==> config.mk <==
export PLATFORM = sky130hd
export DESIGN_NAME = rucst_combine
export DESIGN_NICKNAME = d
export VERILOG_FILES = /design/src/rtl/rucst_pkg.sv /design/src/rtl/rucst_combine.sv
export SDC_FILE = /design/constraint.sdc
export NUM_CORES = 1
export LEC_CHECK = 0
export ABC_AREA = 1
export BUFFER_PORTS_ARGS = -buffer_cell sky130_fd_sc_hd__buf_2
export CAP_MARGIN = 0
export CORE_ASPECT_RATIO = 1.2
export CORE_MARGIN = 1.5
export CORE_UTILIZATION = 45
export CTS_BUF_LIST = sky130_fd_sc_hd__clkbuf_8
export DETAILED_ROUTE_END_ITERATION = 16
export PLACE_DENSITY_LB_ADDON = 0.3
export SKIP_LAST_GASP = 1
export SYNTH_ARGS = -nofsm -noshare
export SYNTH_HDL_FRONTEND = slang
export SYNTH_SLANG_ARGS = --single-unit
==> constraint.sdc <==
create_clock -name clk_i -period 3.9 [get_ports clk_i]
set_input_delay 0.39 -clock clk_i [delete_from_list [all_inputs] [get_ports clk_i]]
set_output_delay 0.39 -clock clk_i [all_outputs]
set_load 0.03 [all_outputs]
==> src/rtl/rucst_pkg.sv <==
package rucst_pkg;

  // Coordinate and working widths
  localparam int unsigned COORD_W = 32;
  localparam int unsigned EXT_W   = COORD_W + 2;   // signed differences and numerators
  localparam int unsigned MAG_W   = COORD_W + 1;   // magnitudes of numerators and divisors
  localparam int unsigned AXES    = 3;
  localparam int unsigned LANES   = 2 * AXES;      // entry and exit quotient for each axis
  localparam int unsigned PARAM_W = 32;

  localparam logic [PARAM_W-1:0] PARAM_MAX  = '1;
  localparam logic [31:0]        PIXEL_HIT  = 32'hFFFF_FFFF;
  localparam logic [31:0]        PIXEL_MISS = 32'hFF00_0000;

  // Per-item flags carried beside the quotients
  // lane 2k is the entry plane of axis k, lane 2k+1 the exit plane
  typedef struct packed {
    logic [AXES-1:0]  zero_dir;  // direction component is zero
    logic [AXES-1:0]  in_slab;   // start lies within the slab, bounds included
    logic [LANES-1:0] neg;       // numerator is negative
  } side_t;

  typedef struct packed {
    logic               hit;
    logic [PARAM_W-1:0] t_enter;
    logic [PARAM_W-1:0] t_exit;
  } result_t;

endpackage

==> src/rtl/rucst_combine.sv <==
module rucst_combine
  import rucst_pkg::*;
#(
  parameter int unsigned FRAC_BITS = 16
) (
  input  logic                       clk_i,
  input  logic                       rst_ni,
  input  logic                       en_i,
  input  logic                       valid_i,
  input  logic [MAG_W+FRAC_BITS-1:0] quo_i [LANES],
  input  side_t                      side_i,
  output logic                       valid_o,
  output result_t                    res_o
);

  localparam int unsigned QW = MAG_W + FRAC_BITS;
  localparam int unsigned TW = QW + 2;
  localparam logic signed [TW-1:0] T_INF  = {2'b01, {QW{1'b0}}};
  localparam logic signed [TW-1:0] T_NEG1 = '1;
  localparam logic signed [TW-1:0] T_MAX  = {{(TW - PARAM_W){1'b0}}, PARAM_MAX};

  logic signed [TW-1:0] t_w [LANES];
  logic                 ok_w;
  logic [2:0]           vld_q;

  // first stage: pairwise max of entries, min of exits
  logic signed [TW-1:0] e01_q, e2_q, x01_q, x2_q;
  logic                 ok1_q;
  // second stage: final range
  logic signed [TW-1:0] lo_q, hi_q;
  logic                 ok2_q;
  result_t              res_q;
  result_t              res_d;

  // Map each lane to a signed parameter: unrestricted, negative or quotient
  always_comb begin
    ok_w = 1'b1;
    for (int l = 0; l < LANES; l++) begin
      if (side_i.zero_dir[l/2]) begin
        t_w[l] = (l % 2 == 0) ? '0 : T_INF;
      end else if (side_i.neg[l]) begin
        t_w[l] = T_NEG1;
      end else begin
        t_w[l] = {2'b00, quo_i[l]};
      end
    end
    for (int k = 0; k < AXES; k++) begin
      if (side_i.zero_dir[k] && !side_i.in_slab[k]) begin
        ok_w = 1'b0;
      end
    end
  end

  // Clip, compare and pack the result
  always_comb begin
    res_d.hit     = ok2_q && (lo_q <= hi_q);
    res_d.t_enter = (lo_q > T_MAX) ? PARAM_MAX : lo_q[PARAM_W-1:0];
    if (!ok2_q || hi_q[TW-1]) begin
      res_d.t_exit = '0;
    end else if (hi_q > T_MAX) begin
      res_d.t_exit = PARAM_MAX;
    end else begin
      res_d.t_exit = hi_q[PARAM_W-1:0];
    end
  end

  // Advance the valid bits
  always_ff @(posedge clk_i or negedge rst_ni) begin
    if (!rst_ni) begin
      vld_q <= '0;
    end else if (en_i) begin
      vld_q <= {vld_q[1:0], valid_i};
    end
  end

  // Reduce over the axes in two levels, then register the result
  always_ff @(posedge clk_i) begin
    if (en_i) begin
      e01_q <= (t_w[0] > t_w[2]) ? t_w[0] : t_w[2];
      e2_q  <= t_w[4][TW-1] ? '0 : t_w[4];
      x01_q <= (t_w[1] < t_w[3]) ? t_w[1] : t_w[3];
      x2_q  <= t_w[5];
      ok1_q <= ok_w;
      lo_q  <= (e01_q > e2_q) ? e01_q : e2_q;
      hi_q  <= (x01_q < x2_q) ? x01_q : x2_q;
      ok2_q <= ok1_q;
      res_q <= res_d;
    end
  end

  assign valid_o = vld_q[2];
  assign res_o   = res_q;

endmodule
=== Yosys cells after proc, flatten, opt, wreduce, memory -nomap -nowiden ===
Index checks and enable logic that the tools add are counted.

* Magnitude comparators: 7
* Multiplexer cells: 17
* Reductions and logical operators: 11
* Eq/ne operators: 0
* Divide/modulo/power cells: 0
* Add/sub/neg operators: 0
* Shift operators: 0
* Bitwise gates (word level): 0
* $mul: 0

{| class="wikitable"
|+ Operator list
! cell !! number
|-
| two-way mux 51 bit || 15
|-
| > comparator 51 x 33 -> 1 bit, second input constant || 2
|-
| > comparator 51 bit || 2
|-
| < comparator 51 bit || 2
|-
| <= comparator 51 bit || 1
|-
| two-way mux 32 bit || 1
|-
| logical AND 1 bit || 4
|-
| logical NOT 1 bit || 4
|-
| OR reduction 2 bit || 2
|-
| logical OR 1 bit || 1
|-
| two-way mux 1 bit || 1
|}

* Bits in latches: 0
* Register bits after elaboration: 376
* Output and inout port bits: 66
* Memories kept: 0
* RAM bits: 0
* Bits in read-only memories: 0

=== Depth between registers and ports, before layout ===
* Word-level depth: 4
* Gate-level depth with buffers: 21

=== Worst setup path before layout ===
Ideal clock, no wire load.

* Path type: input to register
* From: input port side_i[9] (netlist name)
* To: register e01_q[6], data pin
* Setup time: 0.253 ns
* Stages: 19
* Data arrival time: 2.884 ns
* Setup slack: 0.763 ns
* Buffers on the path: 4
* Cells stage by stage: buf_2 -> inv_2 -> nand2_1 -> clkbuf_1 -> buf_1 -> inv_1 -> ha_1 -> nand2_1 -> inv_1 -> nand3_1 -> nor4_1 -> nand3_1 -> nor2_1 -> nand2_1 -> nand4_1 -> nand3_1 -> buf_2 -> nand2_1 -> nand2_1

* Longest elaborated chain between the ends: 3

{| class="wikitable"
|+ Ends and longest elaborated chain
! element !! line !! source
|-
| from (decl) || rucst_combine.sv:11 || <nowiki>input side_t side_i,</nowiki>
|-
| two-way mux 51 bit * || rucst_combine.sv:39 || <nowiki>if (side_i.zero_dir[l/2]) begin</nowiki>
|-
| > comparator 51 bit || rucst_combine.sv:79 || <nowiki>e01_q <= (t_w[0] > t_w[2]) ? t_w[0] : t_w[2];</nowiki>
|-
| two-way mux 51 bit * || rucst_combine.sv:79 ||
|-
| to (signal assigned) || rucst_combine.sv:79 ||
|-
| to (decl) || rucst_combine.sv:27 || <nowiki>logic signed [TW-1:0] e01_q, e2_q, x01_q, x2_q;</nowiki>
|}

Every way passes the cells marked *; elsewhere a longest branch is shown, timed or not.
A chain may end at the register's enable or synchronous reset.

=== Worst setup path in the final report ===
* From: register x01_q[20]
* To: register hi_q[11], data pin

* Longest elaborated chain between the ends: 2

{| class="wikitable"
|+ Ends and longest elaborated chain
! element !! line !! source
|-
| from (decl) || rucst_combine.sv:27 ||
|-
| from (signal assigned) || rucst_combine.sv:81 || <nowiki>x01_q <= (t_w[1] < t_w[3]) ? t_w[1] : t_w[3];</nowiki>
|-
| < comparator 51 bit || rucst_combine.sv:85 || <nowiki>hi_q <= (x01_q < x2_q) ? x01_q : x2_q;</nowiki>
|-
| two-way mux 51 bit || rucst_combine.sv:85 ||
|-
| to (signal assigned) || rucst_combine.sv:85 ||
|-
| to (decl) || rucst_combine.sv:30 || <nowiki>logic signed [TW-1:0] lo_q, hi_q;</nowiki>
|}

Every way passes these cells.

==> impl_metrics.yaml <==
setup_path:
  cpMostUsedCell: "nand2_1"
  crit_buf_inv: 1
  cp-start-kind: "flop"
  crit_family: "simple AND/OR/NAND/NOR gates"
  worstReg2RegEnd: "hi_q[11]$_DFFE_PP_"
  path_class: "flop to flop"
  path_cells: "ha_1, a21oi_1, o21ai_0, nand4_1, o211ai_1, nand2_1, nand2_1, a21oi_1, nand3_2, buf_4, nand3_1, nand2_1"
  critPathSlowestCell: "nand3_2"
  critPathArrivalTime_ps: 3680
  endpoint_kind: "flop"
  reg2reg_slack_ps: 620
  ff2ff_path_depth: 12
  r2r_start: "x01_q[20]$_DFFE_PP_"
  cp.required_ps: 4300
  critical_path.max_fanout: 32
  slowest_delay_ps: 660
floorplanning:
  die_h_um: 254.5
  placementRows: 92
  chipWidth_um: 212.6
  core_area_mm2: 0.05226
  dieArea_mm2: 0.05411
  io-pin-count: 376
  initial_utilization_pct: 45.40
min_path:
  whs_endpoint: "e2_q[46]$_SDFFCE_PP0P_"
  hold_path.class: "input pin to flop"
  min_from: "quo_i[95]"
  min_path_cells: 3
global_routing:
  track_usage_pct: 24.95
  grt_max_degree: 92
  grt_pass1_vias: 19790
  grt_pass1_wl_um: 103900
  gr-total-overflow: 0
  antenna_found_initial: 1
timing:
  worst_slew_pin_slew_ps: 1149
  slew_violations: 0
  clock_skew_ps: 22.88
  fin_crit_sh_pct: 84.10
  rsz0062_at_grt: "no"
  maxSlewHeadroom_pct: 23.23
  fmax_mhz: 304.9
  setup_violations: 0
  hold_viol: 0
  period_needed_ps: 3280
  finalSetupTns_ps: 0
detailed_routing:
  wl_per_cell_um: 17.25
  vias: 20340
  drcViolationCount: 0
  drtAntennaViolNets: 0
  via_per_inst: 5.199
  drt_first_iter_violations: 1430
  routed_wl_um: 67510
  dr.pass1.iters: 7
cts:
  cts.sinks: 374
  ctsLongestPathBuffers: 3
  cts.clk_slew.worst_paths_ps: 70
  cts_root_buf: "clkbuf_8"
  postCtsSetupBuffers: 0
  htreeDepth: 2
  cts_tree: "yes"
  clk_latency_ps: 680
  numCtsBuffers: 59
synthesis:
  synth_top_area_share_pct: 46.96
  synth-seq-cells: 374
  syn_area_per_cell_um2: 8.543
  ys_types: 49
  synthCells: 2777
  synthArstFlopShare_pct: 0.8021
  yosysSeqAreaShare_pct: 47.28
  yosys.area.top_type: "edfxtp_1"
  syn-cell-area_mm2: 0.02372
  synth_edf_count: 371
  yosysWarnings: 0
  ys.flop_type: "edfxtp_1"
  yosys-top-cells-area: "edfxtp_1, ha_1, nand2_1, nand3_1, inv_1"
place:
  detailed_place_hpwl_um: 52800
  gp_congestion: 0.9580
  port_buffers: 375
run:
  max_cap_viol_count: 0
layout:
  nets: 3720
  drive_above_1_share_pct: 15.78
  postLayoutCoreUtil_pct: 53.37
  syn_to_final_growth_pct: 17.57
pwr:
  vdd_drop_max_v: 0.0002342
  p_leak_nw: 13.93
  powerDensity_mw_per_mm2: 427.0
outcome:
  outcome: "finished clean"
==> worst min-delay path: cells and delay by family <==
kind	cells	cell delay (ps)
buffers and inverters	2	110
and+or+nand+nor	1	80
==> state kept, by name (all words and copies together), names as in the netlist <==
| signal | flops |
|---|---|
| res_o | 65 |
| hi_q | 51 |
| lo_q | 51 |
| x01_q | 51 |
| x2_q | 51 |
| e01_q | 50 |
| e2_q | 50 |
| vld_q | 3 |
| ok1_q | 1 |
| ok2_q | 1 |
==> where the power goes <==
group          total, mW  internal, mW  switching, mW
Clock               3.31          1.75           1.56
Combinational       3.20          1.12           2.08
Sequential          5.39          5.09          0.308
Total               11.9          7.96           3.95
==> cell usage after synthesis, types with 3 or more instances <==
library cell  instances
buf_2                24
nor4_1               17
o21ai_0             134
a21oi_1             148
ha_1                250
clkbuf_1             90
o211ai_1             10
nor2_1              292
dfrtp_1               3
nand3b_1              4
nand2_1             642
a211oi_1              9
nand4_1              38
buf_6                15
buf_1                 4
nor3_1               13
or2_2                 3
edfxtp_1            371
inv_1               380
o21a_1                4
nand3_1             286
==> per-layer routing <==
metal / vias up / global-route usage (%) / part of all wire, %
met3: 168 / 3.239 / 4.8
met5: - / 0 / 0
met1: 9462 / 29.59 / 40
li1: 10080 / - / -
met4: 0 / 13.11 / 5.4
met2: 638 / 44.02 / 50
==> placed cells by master (no fill, tap or decap), types with 3 or more instances in the layout <==
cell type	count
a211oi_1	9
a21oi_1	148
buf_12	11
buf_2	374
buf_4	27
bufinv_16	5
clkbuf_8	59
clkinv_1	17
clkinv_2	5
dfrtp_1	3
dlygate4sd3_1	42
edfxtp_1	371
ha_1	250
inv_1	397
nand2_1	642
nand3_1	286
nand3b_1	4
nand4_1	38
nor2_1	292
nor3_1	13
nor4_1	17
o211ai_1	10
o21a_1	4
o21ai_0	134
or2_2	3
==> cell type report <==
| cell class | instances | area, µm² |
|---|---|---|
| diodes | 1 | 2.502 |
| clock buffers | 59 | 812.0 |
| clock inverters | 49 | 346.6 |
| fillers | 5020 | 24370 |
| inverters | 382 | 1434 |
| multi-input cells | 1888 | 10470 |
| flip-flops and latches | 374 | 11220 |
| well taps | 705 | 882.1 |
| repair buffers | 455 | 2730 |
==> cell families after synthesis <==
group,count (synthesis),synth area share (%)
mux,1,0.04746
compound gates,323,7.257
simple gates,1312,23.44
flops,374,47.28
other cells,1,0.01581
fa+ha+maj,250,13.18
buf+inv,516,8.781
==> metrics by stage <==
step	total power, mW	std cells	worst slack, ps	area (µm²)	hold WS, ps
5_1_grt	12.64	3913	366.8	27890	9.098
4_1_cts	11.99	3911	656.5	27880	0.03075
2_1_floorplan	7.487	2778	762.9	23730	94.41
3_3_place_gp	8.531	3762	394.4	26310	183.5
6_report	11.91	3913	619.9	27890	33.89
3_5_place_dp	8.638	3762	322.0	26310	187.5
==> worst max path at each step <==
stage / cells after the start / startpoint / to
final: 12 / x01_q[20]$_DFFE_PP_ / hi_q[11]$_DFFE_PP_
after detailed placement: 18 / side_i[10] / e01_q[6]$_DFFE_PP_
after global routing: 12 / x01_q[20]$_DFFE_PP_ / hi_q[42]$_DFFE_PP_
after CTS: 12 / x01_q[20]$_DFFE_PP_ / hi_q[11]$_DFFE_PP_
after floorplan: 19 / side_i[9] / e01_q[6]$_DFFE_PP_
after global placement: 18 / side_i[10] / e01_q[6]$_DFFE_PP_
==> repair_timing <==
action	CTS	global route
hold buffers	41	1
gates resized for setup	0	0
hold endpoints to repair	43	1
Note: power is estimated with default switching activity, not from simulation.
